===== src/rtl/srarq_pkg.sv =====
// Shared types and constants for the selective-repeat ARQ window engine.
// No dependencies; used by every module under rtl/.
package srarq_pkg;

    localparam int WINDOW_SLOTS  = 16;
    localparam int PENDING_DEPTH = 64;
    localparam int FIFO_DEPTH    = 2;
    localparam logic [15:0] MIN_FRAME = 16'd5;
    localparam logic [31:0] RESEND_RESET = 32'd100000;

    localparam logic [1:0] CMD_QUEUE  = 2'd0;
    localparam logic [1:0] CMD_FRAME  = 2'd1;
    localparam logic [1:0] CMD_UPDATE = 2'd2;

    localparam logic [1:0] KIND_XMIT    = 2'd0;
    localparam logic [1:0] KIND_RESEND  = 2'd1;
    localparam logic [1:0] KIND_DELIVER = 2'd2;
    localparam logic [1:0] KIND_REJECT  = 2'd3;

    typedef enum logic [1:0] {
        OP_QUEUE,
        OP_FRAME,
        OP_UPDATE,
        OP_DROP
    } t_op;

    typedef enum logic [1:0] {
        ST_IDLE,
        ST_XMIT,
        ST_RESEND
    } t_state;

    typedef struct packed {
        t_op         op;
        logic [7:0]  mseq;
        logic [7:0]  pnext;
        logic [15:0] pbits;
        logic [31:0] now;
    } t_item;

    typedef struct packed {
        logic  valid;
        t_item item;
    } t_head;

endpackage


===== src/rtl/selective_repeat_arq_window.sv =====
// Selective-repeat ARQ window engine, top level.
// Queue and frame transactions: one per cycle unless the output stalls, via the result register.
// Update: the sequencer starts, then gives one result per cycle unless the output stalls,
// transmits or else resends (up to 16), after a resend decision step for resends.
// Synchronous active-low reset clears all window state; resend interval resets to 100000.
module selective_repeat_arq_window #(
    parameter int PENDING_DEPTH = srarq_pkg::PENDING_DEPTH
) (
    input  logic        i_clk,
    input  logic        i_rst_n,
    input  logic        i_cfg_wr_en,
    input  logic [31:0] i_cfg_wr_data,
    input  logic        i_in_valid,
    output logic        o_in_ready,
    input  logic [1:0]  i_cmd,
    input  logic [15:0] i_frame_length,
    input  logic [7:0]  i_message_seq,
    input  logic [7:0]  i_peer_next,
    input  logic [15:0] i_peer_bitmap_in,
    input  logic [31:0] i_now,
    output logic        o_out_valid,
    input  logic        i_out_ready,
    output logic [1:0]  o_kind,
    output logic [7:0]  o_seq,
    output logic [7:0]  o_ack_next,
    output logic [15:0] o_ack_bitmap,
    output logic        o_last
);

    logic             fifo_full, push, pop;
    srarq_pkg::t_item item;
    srarq_pkg::t_head head;

    srarq_front u_front (
        .i_valid(i_in_valid), .i_fifo_full(fifo_full), .i_cmd(i_cmd),
        .i_frame_length(i_frame_length), .i_message_seq(i_message_seq),
        .i_peer_next(i_peer_next), .i_peer_bitmap_in(i_peer_bitmap_in),
        .i_now(i_now), .o_ready(o_in_ready), .o_push(push), .o_item(item)
    );

    srarq_fifo u_fifo (
        .i_clk(i_clk), .i_rst_n(i_rst_n), .i_push(push), .i_item(item),
        .i_pop(pop), .o_full(fifo_full), .o_head(head)
    );

    srarq_back #(.PENDING_DEPTH(PENDING_DEPTH)) u_back (
        .i_clk(i_clk), .i_rst_n(i_rst_n), .i_cfg_wr_en(i_cfg_wr_en),
        .i_cfg_wr_data(i_cfg_wr_data), .i_head(head), .o_pop(pop),
        .o_out_valid(o_out_valid), .i_out_ready(i_out_ready), .o_kind(o_kind),
        .o_seq(o_seq), .o_ack_next(o_ack_next), .o_ack_bitmap(o_ack_bitmap),
        .o_last(o_last)
    );

endmodule


===== src/rtl/srarq_front.sv =====
// Front end: decodes each input transaction into an operation for the queue.
// Depends on srarq_pkg.
module srarq_front (
    input  logic                 i_valid,
    input  logic                 i_fifo_full,
    input  logic [1:0]           i_cmd,
    input  logic [15:0]          i_frame_length,
    input  logic [7:0]           i_message_seq,
    input  logic [7:0]           i_peer_next,
    input  logic [15:0]          i_peer_bitmap_in,
    input  logic [31:0]          i_now,
    output logic                 o_ready,
    output logic                 o_push,
    output srarq_pkg::t_item     o_item
);

    srarq_pkg::t_op op;

    always_comb begin
        case (i_cmd)
            srarq_pkg::CMD_QUEUE:  op = srarq_pkg::OP_QUEUE;
            srarq_pkg::CMD_FRAME:  op = (i_frame_length >= srarq_pkg::MIN_FRAME) ?
                                        srarq_pkg::OP_FRAME : srarq_pkg::OP_DROP;
            srarq_pkg::CMD_UPDATE: op = srarq_pkg::OP_UPDATE;
            default:               op = srarq_pkg::OP_DROP;
        endcase
    end

    // drop short frames and unknown commands here; they never reach the queue
    assign o_ready = !i_fifo_full;
    assign o_push  = i_valid && !i_fifo_full && (op != srarq_pkg::OP_DROP);

    assign o_item.op    = op;
    assign o_item.mseq  = i_message_seq;
    assign o_item.pnext = i_peer_next;
    assign o_item.pbits = i_peer_bitmap_in;
    assign o_item.now   = i_now;

endmodule


===== src/rtl/srarq_fifo.sv =====
// Short show-ahead queue between the front end and the window engine.
// Depends on srarq_pkg.
module srarq_fifo #(
    parameter int DEPTH = srarq_pkg::FIFO_DEPTH
) (
    input  logic              i_clk,
    input  logic              i_rst_n,
    input  logic              i_push,
    input  srarq_pkg::t_item  i_item,
    input  logic              i_pop,
    output logic              o_full,
    output srarq_pkg::t_head  o_head
);

    localparam int PW = (DEPTH > 1) ? $clog2(DEPTH) : 1;
    localparam int CW = $clog2(DEPTH + 1);

    srarq_pkg::t_item r_mem [DEPTH];
    logic [PW-1:0] r_wr, n_wr, r_rd, n_rd;
    logic [CW-1:0] r_cnt, n_cnt;

    function automatic logic [PW-1:0] bump(input logic [PW-1:0] p);
        return (p == PW'(DEPTH - 1)) ? '0 : p + PW'(1);
    endfunction

    always_comb begin
        n_wr  = i_push ? bump(r_wr) : r_wr;
        n_rd  = i_pop  ? bump(r_rd) : r_rd;
        n_cnt = r_cnt + CW'(i_push) - CW'(i_pop);
    end

    always_ff @(posedge i_clk) begin
        if (!i_rst_n) begin
            r_wr  <= '0;
            r_rd  <= '0;
            r_cnt <= '0;
        end else begin
            r_wr  <= n_wr;
            r_rd  <= n_rd;
            r_cnt <= n_cnt;
        end
    end

    always_ff @(posedge i_clk) begin
        if (i_push) begin
            r_mem[r_wr] <= i_item;
        end
    end

    assign o_full       = (r_cnt == CW'(DEPTH));
    assign o_head.valid = (r_cnt != '0);
    assign o_head.item  = r_mem[r_rd];

endmodule


===== src/rtl/srarq_back.sv =====
// Window engine: sequence and ack state, transmit/retransmit sequencer, output register.
// Depends on srarq_pkg.
module srarq_back #(
    parameter int PENDING_DEPTH = srarq_pkg::PENDING_DEPTH
) (
    input  logic              i_clk,
    input  logic              i_rst_n,
    input  logic              i_cfg_wr_en,
    input  logic [31:0]       i_cfg_wr_data,
    input  srarq_pkg::t_head  i_head,
    output logic              o_pop,
    output logic              o_out_valid,
    input  logic              i_out_ready,
    output logic [1:0]        o_kind,
    output logic [7:0]        o_seq,
    output logic [7:0]        o_ack_next,
    output logic [15:0]       o_ack_bitmap,
    output logic              o_last
);

    localparam int PW = $clog2(PENDING_DEPTH + 1);
    localparam logic [7:0] WIN = 8'(srarq_pkg::WINDOW_SLOTS);

    srarq_pkg::t_state r_state, n_state;
    logic [7:0]  r_nss, n_nss, r_rne, n_rne, r_pne, n_pne;
    logic [15:0] r_rbm, n_rbm, r_pbm, n_pbm, r_rmask, n_rmask;
    logic [31:0] r_lrt, n_lrt, r_now, n_now, r_interval;
    logic [PW-1:0] r_pending, n_pending;
    logic        r_out_valid, n_out_valid, r_last, n_last;
    logic [1:0]  r_kind, n_kind;
    logic [7:0]  r_seq, n_seq, r_ack_next, n_ack_next;
    logic [15:0] r_ack_bitmap, n_ack_bitmap;

    logic        out_free, can_tx, resend_due;
    logic [7:0]  outstanding, clip, fr_idx, dist_new, dist_old;
    logic [15:0] fr_bm, clip_mask, rm_rest;
    logic [16:0] fr_ext;
    logic [4:0]  fr_ones;
    logic [3:0]  rm_low;
    logic        fr_new;

    assign out_free    = !r_out_valid || i_out_ready;
    assign outstanding = r_nss - r_pne;
    assign can_tx      = (r_pending != '0) && (outstanding < WIN);
    assign resend_due  = ((r_now - r_lrt) > r_interval) && (outstanding != '0);
    assign clip        = (outstanding > WIN) ? WIN : outstanding;

    always_comb begin
        for (int i = 0; i < 16; i++) begin
            clip_mask[i] = (8'(i) < clip);
        end
    end

    // received frame: mark, then slide past the run of received messages
    always_comb begin
        fr_idx   = i_head.item.mseq - r_rne;
        fr_new   = (fr_idx < WIN) && !r_rbm[fr_idx[3:0]];
        fr_bm    = r_rbm | (16'd1 << fr_idx[3:0]);
        fr_ext   = {1'b0, fr_bm};
        fr_ones  = 5'd16;
        for (int i = 16; i >= 0; i--) begin
            if (!fr_ext[i]) fr_ones = 5'(i);
        end
        dist_new = r_nss - i_head.item.pnext;
        dist_old = r_nss - r_pne;
    end

    always_comb begin
        rm_low = '0;
        for (int i = 15; i >= 0; i--) begin
            if (r_rmask[i]) rm_low = 4'(i);
        end
        rm_rest = r_rmask & ~(16'd1 << rm_low);
    end

    // next state
    always_comb begin
        n_state = r_state;
        case (r_state)
            srarq_pkg::ST_IDLE: begin
                if (i_head.valid && out_free &&
                    i_head.item.op == srarq_pkg::OP_UPDATE) begin
                    n_state = srarq_pkg::ST_XMIT;
                end
            end
            srarq_pkg::ST_XMIT: begin
                if (can_tx) begin
                    if (out_free && (r_pending == PW'(1) || outstanding == WIN - 8'd1)) begin
                        n_state = srarq_pkg::ST_IDLE;
                    end
                end else if (resend_due && ((~r_pbm & clip_mask) != '0)) begin
                    n_state = srarq_pkg::ST_RESEND;
                end else begin
                    n_state = srarq_pkg::ST_IDLE;
                end
            end
            srarq_pkg::ST_RESEND: begin
                if (out_free && rm_rest == '0) n_state = srarq_pkg::ST_IDLE;
            end
            default: n_state = srarq_pkg::ST_IDLE;
        endcase
    end

    // datapath and results
    always_comb begin
        n_nss = r_nss; n_rne = r_rne; n_rbm = r_rbm; n_pne = r_pne; n_pbm = r_pbm;
        n_lrt = r_lrt; n_now = r_now; n_pending = r_pending; n_rmask = r_rmask;
        n_out_valid = r_out_valid && !i_out_ready;
        n_kind = r_kind; n_seq = r_seq; n_ack_next = r_ack_next;
        n_ack_bitmap = r_ack_bitmap; n_last = r_last;
        o_pop = 1'b0;
        case (r_state)
            srarq_pkg::ST_IDLE: begin
                if (i_head.valid && out_free) begin
                    o_pop = 1'b1;
                    n_now = i_head.item.now;
                    case (i_head.item.op)
                        srarq_pkg::OP_QUEUE: begin
                            if (r_pending == PW'(PENDING_DEPTH)) begin
                                n_out_valid = 1'b1; n_kind = srarq_pkg::KIND_REJECT;
                                n_seq = '0; n_ack_next = '0; n_ack_bitmap = '0;
                                n_last = 1'b1;
                            end else begin
                                n_pending = r_pending + PW'(1);
                            end
                        end
                        srarq_pkg::OP_FRAME: begin
                            if (dist_new <= dist_old) begin
                                n_pne = i_head.item.pnext;
                                n_pbm = i_head.item.pbits;
                            end
                            if (fr_new) begin
                                n_rne = r_rne + 8'(fr_ones);
                                n_rbm = 16'(fr_ext >> fr_ones);
                                n_out_valid = 1'b1; n_kind = srarq_pkg::KIND_DELIVER;
                                n_seq = i_head.item.mseq;
                                n_ack_next = r_rne + 8'(fr_ones);
                                n_ack_bitmap = 16'(fr_ext >> fr_ones);
                                n_last = 1'b1;
                            end
                        end
                        default: ;
                    endcase
                end
            end
            srarq_pkg::ST_XMIT: begin
                if (can_tx) begin
                    if (out_free) begin
                        n_out_valid = 1'b1; n_kind = srarq_pkg::KIND_XMIT;
                        n_seq = r_nss; n_ack_next = r_rne; n_ack_bitmap = r_rbm;
                        n_last = (r_pending == PW'(1)) || (outstanding == WIN - 8'd1);
                        n_lrt = r_now;
                        n_nss = r_nss + 8'd1;
                        n_pending = r_pending - PW'(1);
                    end
                end else if (resend_due) begin
                    n_lrt = r_now;
                    n_rmask = ~r_pbm & clip_mask;
                end
            end
            srarq_pkg::ST_RESEND: begin
                if (out_free) begin
                    n_out_valid = 1'b1; n_kind = srarq_pkg::KIND_RESEND;
                    n_seq = r_pne + 8'(rm_low); n_ack_next = r_rne; n_ack_bitmap = r_rbm;
                    n_last = (rm_rest == '0);
                    n_rmask = rm_rest;
                end
            end
            default: ;
        endcase
    end

    always_ff @(posedge i_clk) begin
        if (!i_rst_n) begin
            r_state <= srarq_pkg::ST_IDLE;
            r_nss <= '0; r_rne <= '0; r_rbm <= '0; r_pne <= '0; r_pbm <= '0;
            r_lrt <= '0; r_pending <= '0; r_out_valid <= 1'b0;
            r_interval <= srarq_pkg::RESEND_RESET;
        end else begin
            r_state <= n_state;
            r_nss <= n_nss; r_rne <= n_rne; r_rbm <= n_rbm; r_pne <= n_pne; r_pbm <= n_pbm;
            r_lrt <= n_lrt; r_pending <= n_pending; r_out_valid <= n_out_valid;
            if (i_cfg_wr_en) r_interval <= i_cfg_wr_data;
        end
    end

    always_ff @(posedge i_clk) begin
        r_now <= n_now; r_rmask <= n_rmask;
        r_kind <= n_kind; r_seq <= n_seq; r_ack_next <= n_ack_next;
        r_ack_bitmap <= n_ack_bitmap; r_last <= n_last;
    end

    assign o_out_valid  = r_out_valid;
    assign o_kind       = r_kind;
    assign o_seq        = r_seq;
    assign o_ack_next   = r_ack_next;
    assign o_ack_bitmap = r_ack_bitmap;
    assign o_last       = r_last;

endmodule


===== config.mk =====
export PLATFORM = sky130hd
export DESIGN_NAME = selective_repeat_arq_window
export DESIGN_NICKNAME = d
export VERILOG_FILES = /design/src/rtl/srarq_pkg.sv /design/src/rtl/selective_repeat_arq_window.sv /design/src/rtl/srarq_front.sv /design/src/rtl/srarq_fifo.sv /design/src/rtl/srarq_back.sv
export SDC_FILE = /design/constraint.sdc
export NUM_CORES = 1
export LEC_CHECK = 0
export BUFFER_PORTS_ARGS = -buffer_cell sky130_fd_sc_hd__buf_2
export CAP_MARGIN = 20
export CORE_MARGIN = 2
export CORE_UTILIZATION = 55
export DETAILED_ROUTE_END_ITERATION = 8
export PLACE_DENSITY = 0.75
export SYNTH_ARGS = -nofsm -noshare
export SYNTH_HDL_FRONTEND = slang
export SYNTH_HIERARCHICAL = 1
export SYNTH_SLANG_ARGS = --single-unit

===== constraint.sdc =====
create_clock -name i_clk -period 5.1 [get_ports i_clk]
set_input_delay 0.51 -clock i_clk [delete_from_list [all_inputs] [get_ports i_clk]]
set_output_delay 0.51 -clock i_clk [all_outputs]
set_load 0.02 [all_outputs]

Yosys cells after proc, flatten, opt, wreduce, memory -nomap -nowiden
Memory sizes are Yosys's and may differ from the RTL's. A register that Yosys moved wholly into a read port is not among the register bits.
Index checks and enable logic that the tools add are counted.
- logic and storage cells: 238
- input port bits: 119
- memory bits (writable): 132
- output and inout port bits: 37
- memories kept: 1
- flip-flop bits (word level): 217
- memory list (memory ; depth ; width ; rd ports ; clocked after Yosys merged registers in ; write ports ; RTL line ; source):
    u_fifo.r_mem ; 2 ; 66 ; 1 ; 1 ; 1 ; srarq_fifo.sv:18 ; srarq_pkg::t_item r_mem [DEPTH];
- reduce and logical (&&, ||, !) cells: 39
- magnitude comparators: 23
- mux-type cells: 108
- bitwise logic cells: 5
- shifts and indexed selects: 3
- eq/ne operators: 26
- add/sub/neg operators: 13
- operators by type and width (kind ; count):
    $mux W16 ; 8
    $mux W32 ; 3
    $mux W8 ; 11
    $mux W5 ; 16
    $lt A4 B8 Y1 const A ; 8
    $mux W4 ; 16
    $pmux W16 S2 ; 2
    $pmux W16 S3 ; 1
    $pmux W8 S3 ; 2
    $mux W7 ; 5
    $and A16 B16 Y16 ; 2
    $gt A32 B32 Y1 ; 1
    $lt A3 B8 Y1 const A ; 4
    $not A16 Y16 ; 2
    $pmux W8 S2 ; 2
    $shl A1 B4 Y16 const A ; 2
    $sub A32 B32 Y32 ; 1
    $mux W2 ; 12
    $sub A8 B8 Y8 ; 3
    $mux W1 ; 20
    $pmux W2 S3 ; 3
    $ge A16 B3 Y1 const B ; 1
    $logic_not A16 Y1 ; 1
    $lt A1 B8 Y1 const A ; 2
    43 further kinds ; 89

Longest topological paths before layout
- word-level depth: 24
- gate-level depth with buffers: 28
- depth with buffers taken out: 27

Cells and area by module
Netlist, hierarchy kept.
- by module, submodules not included (module ; seq. area each (µm²) ; times used ; cells an instance ; area each (µm²)):
    srarq_back ; 5094.9 ; 1 ; 1584 ; 14261.2
    srarq_fifo ; 4063.9 ; 1 ; 226 ; 5151.2
    srarq_front ; 0.0 ; 1 ; 75 ; 546.8

Worst setup path before layout
OpenSTA, ideal clock, no wires.
- path type: reg-to-reg
- start point: reg u_back.r_now[0]
- end point: reg u_back.r_rmask[0] (enable)
- setup time: 394 ps
- path buffers: 0
- cell stages (with the launch flop): 27
- data arrival time: 4655 ps
- setup slack: 50 ps
- clock period less this slack: 5050 ps
- data required time: 4706 ps
- cells stage by stage: edfxtp_1 inv_1 ha_1 inv_1 fa_1 a211oi_1 o21a_1 nor4_1 o41ai_1 o2111ai_1 a31oi_1 o21bai_1 nand2_1 nand2b_1 a21oi_1 xnor2_1 ha_1 a21oi_1 nor2b_1 o21ai_0 nand2b_1 a21oi_1 o21ai_0 a21oi_1 nor4_1 a21oi_1 a21oi_1
- word-level cells in the longest chain between the ends: 5
- ends and longest elaborated chain (element ; RTL line ; source):
    start: declaration ; srarq_back.sv:27 ; logic [31:0] r_lrt, n_lrt, r_now, n_now, r_interval;
    start signal: assignment ; srarq_back.sv:188 ; r_now <= n_now; r_rmask <= n_rmask;
    $sub A32 B32 Y32 ; srarq_back.sv:45 ; assign resend_due = ((r_now - r_lrt) > r_interval) && (outstanding != '0);
    $gt A32 B32 Y1 ; srarq_back.sv:45 ;
    $logic_and A1 B1 Y1 ; srarq_back.sv:45 ;
    $ne A2 B1 Y1 (no line) ; -- ;
    $reduce_and A4 Y1 (no line) ; -- ;
    end signal: assignment ; srarq_back.sv:188 ;
    end: declaration ; srarq_back.sv:26 ; logic [15:0] r_rbm, n_rbm, r_pbm, n_pbm, r_rmask, n_rmask;
Every way passes these cells.
A chain may end at the register's enable or synchronous reset.

Worst setup path after layout
- start point: reg u_back.r_now[0]
- end point: reg u_back.r_rmask[4] (enable)
Same word-level chain as after synthesis.

==> run_results.csv <==
group,metric,value,unit
run,drv_cap,0,
sta,fin_crit_sh,99.38,%
sta,slew_headroom,31.94,%
setup_path,ff2ff_path_depth,26,
synth,netlist_instances,1885,
routing,wl,47780,um
synth,synth_cell_types,105,
synth,synth_seq_cells,350,
cells_and_area,area_growth,13.41,%
synth,ys_warn_count,6,
clock_tree,clock_latency,0.55,ns
floorplanning,num_io_pins,156,
global_route,grt_pass1_vias,14440,
sta,setup_viol,0,
synth,synthFlopType,"edfxtp_1",
clock_tree,tritoncts,"built",
place,portBuffers,155,
cells_and_area,diodes,0,
setup_path,critPathLaunchType,"flip-flop",
global_route,grt-ovfl-total,0,
clock_tree,cts_sinks,350,
routing,drc,0,
synth,syn_area,0.01996,mm2
sta,finalClockSkew,0.02557,ns
place,gp_congestion,0.9503,
sta,maxSlewViolCount,0,
routing,num_vias,14590,
power_and_ir_drop,total_power,13.96,mW
synth,synth_commonest_cells,"edfxtp_1, nor2_1, dfxtp_1, inv_1, ha_1",
clock_tree,cts_buffer_depth,3,
setup_path,r2r-start,"u_back/r_now[0]",
cells_and_area,fill_cells,2827,
power_and_ir_drop,ir_worst_vdd,0.0004080,V
global_route,grt_max_degree,67,
setup_path,r2r_end,"u_back/r_rmask[4]",
power_and_ir_drop,powerDensity,616.9,mW/mm2
hold_path,min_to,"u_fifo/r_mem[0][46]",
hold_path,min_path_cells,1,
clock_tree,cts_buffers,38,
synth,synth.most_common_cell,"edfxtp_1",
floorplanning,die-area,0.03783,mm2
setup_path,slowest_stage,"edfxtp_1",
global_route,grt_use_total,24.98,%
synth,synth_area_leader_cell,"edfxtp_1",
floorplanning,initial_core_util,55.98,%
cells_and_area,num-nets-final,2266,
routing,ant_nets,0,
setup_path,cp_max_fo,8,
hold_path,min_path_type,"in2reg",
synth,netlist_top_cells_area,"edfxtp_1, dfxtp_1, ha_1, mux2i_1, nor2_1",
sta,grt_setup_unrepaired,"yes",
sta,finalHoldViolCount,0,
hold_path,min-delay-start,"i_peer_bitmap_in[14]",
status,outcome,"finished clean",
setup_path,rrSetupSlack,0.03,ns
floorplanning,num_rows,69,
setup_path,cp.required,5.36,ns
place,dpl.hpwl,34310,um
global_route,grt_pass1_wl,75350,um
synth,async_flop_share,0,%
cells_and_area,fin_util,63.48,%
setup_path,crit_path_end_kind,"flip-flop",
floorplanning,die_w,194.5,um
floorplanning,core,0.03566,mm2
global_route,antenna_found_initial,0,
clock_tree,clkTransAtPathRegs,0.07,ns
setup_path,arrival,5.33,ns
setup_path,critical_path_class,"reg2reg",
routing,drtIter0Drc,1172,
routing,routedWlPerCell,18.98,um
cells_and_area,drive_gt1_share,22.31,%
synth,avgSynthCellArea,10.59,um2
clock_tree,cts-root-buf,"clkbuf_16",
clock_tree,htree_num_levels,2,
sta,fin_crit,5.068,ns
sta,fmax,197.3,MHz
synth,ys_seq_area_share,45.89,%
routing,drtPass1Iterations,8,
routing,drt-vias-per-instance,5.796,
power_and_ir_drop,p_leak,9.244,nW
floorplanning,die_h,194.5,um
synth,synth_nets,2123,
sta,tightest_slew,1.021,ns
synth,synth_edf_count,215,
setup_path,cp_slowest_stage_delay,0.40,ns
synth,synth_top_area_share,32.35,%
## what timing repair did
item / CTS / global route
hold buffers: 0 / 0
pin swaps: 27 / 26
endpoints found under the setup margin: 48 / 53
resized for setup: 18 / 30
setup buffers: 7 / 8
cloned: 1 / 1
## area by class of cell
| class | instances | area, um2 | share of cell area (%) |
|---|---|---|---|
| Clock inverter | 19 | 234.0 | 1.034 |
| Sequential cell | 350 | 9163 | 40.48 |
| Multi-Input combinational cell | 1269 | 9677 | 42.75 |
| Inverter | 134 | 504.2 | 2.228 |
| Clock buffer | 50 | 1047 | 4.627 |
| Tap cell | 461 | 576.8 | 2.548 |
| Timing Repair Buffer | 235 | 1434 | 6.335 |
## layout by cell type, fill, tap and decap left out, types with 40 or more instances in the layout
master	Yosys	layout
nor2_1	189	186
buf_2	9	155
buf_4	72	74
a21o_1	40	40
dfxtp_1	135	134
nand2_1	89	89
mux2i_1	92	92
o21ai_0	64	59
xnor2_1	42	41
inv_1	129	128
ha_1	113	112
a21oi_1	98	88
edfxtp_1	215	215
mux2_4	40	40
## flip-flops by register name (all words and copies together), names as in the netlist, 16 cells and up, named ones only
register,flops
u_fifo/r_mem,132
u_back/r_interval,32
u_back/r_lrt,32
u_back/r_now,32
u_back/o_ack_bitmap,16
u_back/r_pbm,16
u_back/r_rbm,16
u_back/r_rmask,16
## worst max-delay path: cells and delay by family, from the launching register on
family | cells | cell delay, ns
simple gates | 6 | 0.87
flops | 1 | 0.40
buf+inv | 6 | 0.68
fa+ha+maj | 3 | 0.84
compound gates | 10 | 1.90
xor+xnor | 1 | 0.10
## layer usage
layer | routed length, um | GRT usage [%] | vias to the layer above | share of wire, %
li1 | - | - | 7064 | -
met1 | 20740 | 32.19 | 6985 | 43
met2 | 22680 | 41.74 | 440 | 47
met3 | 2532 | 4.060 | 105 | 5.3
met4 | 1824 | 10.77 | 0 | 3.8
met5 | 0 | 0 | - | 0
## cell families (layout without fill, tap and decap cells)
group,after synthesis,count (layout),synth area share (%)
mux,166,166,9.823
flops,350,350,45.89
fa+ha+maj,119,119,7.686
buf+inv,266,438,6.714
xor+xnor,69,69,3.134
compound gates,414,414,14.37
simple gates,501,501,12.38
## worst max-delay path by stage
stage               startpoint                end  depth (start not counted)
4_1_cts        u_back/r_now[0]   u_back/r_lrt[29]                         30
3_5_place_dp   u_back/r_now[0]   u_back/r_lrt[10]                         27
2_1_floorplan  u_back/r_now[0]  u_back/r_rmask[0]                         26
6_report       u_back/r_now[0]  u_back/r_rmask[4]                         26
3_3_place_gp   u_back/r_now[0]   u_back/r_lrt[12]                         27
5_1_grt        u_back/r_now[0]   u_back/r_lrt[11]                         30
## power breakdown
part | total (mW) | leakage [nW] | switching (mW) | internal [mW]
combinational | 7.19 | 5.52 | 4.04 | 3.14
clock | 2.81 | 0.630 | 1.11 | 1.71
sequential | 3.96 | 3.10 | 0.282 | 3.68
total | 14.0 | 9.24 | 5.43 | 8.53
## per-stage QoR
stage          TNS (ns)  cell area, um2  instances  hold slack [ns]  setup WS, ns
6_report              0           22640       2518           0.1498       0.03181
5_1_grt          -8.288           22640       2518           0.1306       -0.2338
4_1_cts               0           22460       2510           0.1194      0.007354
3_5_place_dp     -5.995           21020       2434           0.4823       -0.1889
3_3_place_gp    -0.1226           21020       2434           0.4739      -0.01675
2_1_floorplan         0           19960       1885           0.4543       0.05046
Note: power is estimated with default switching activity, not from simulation.
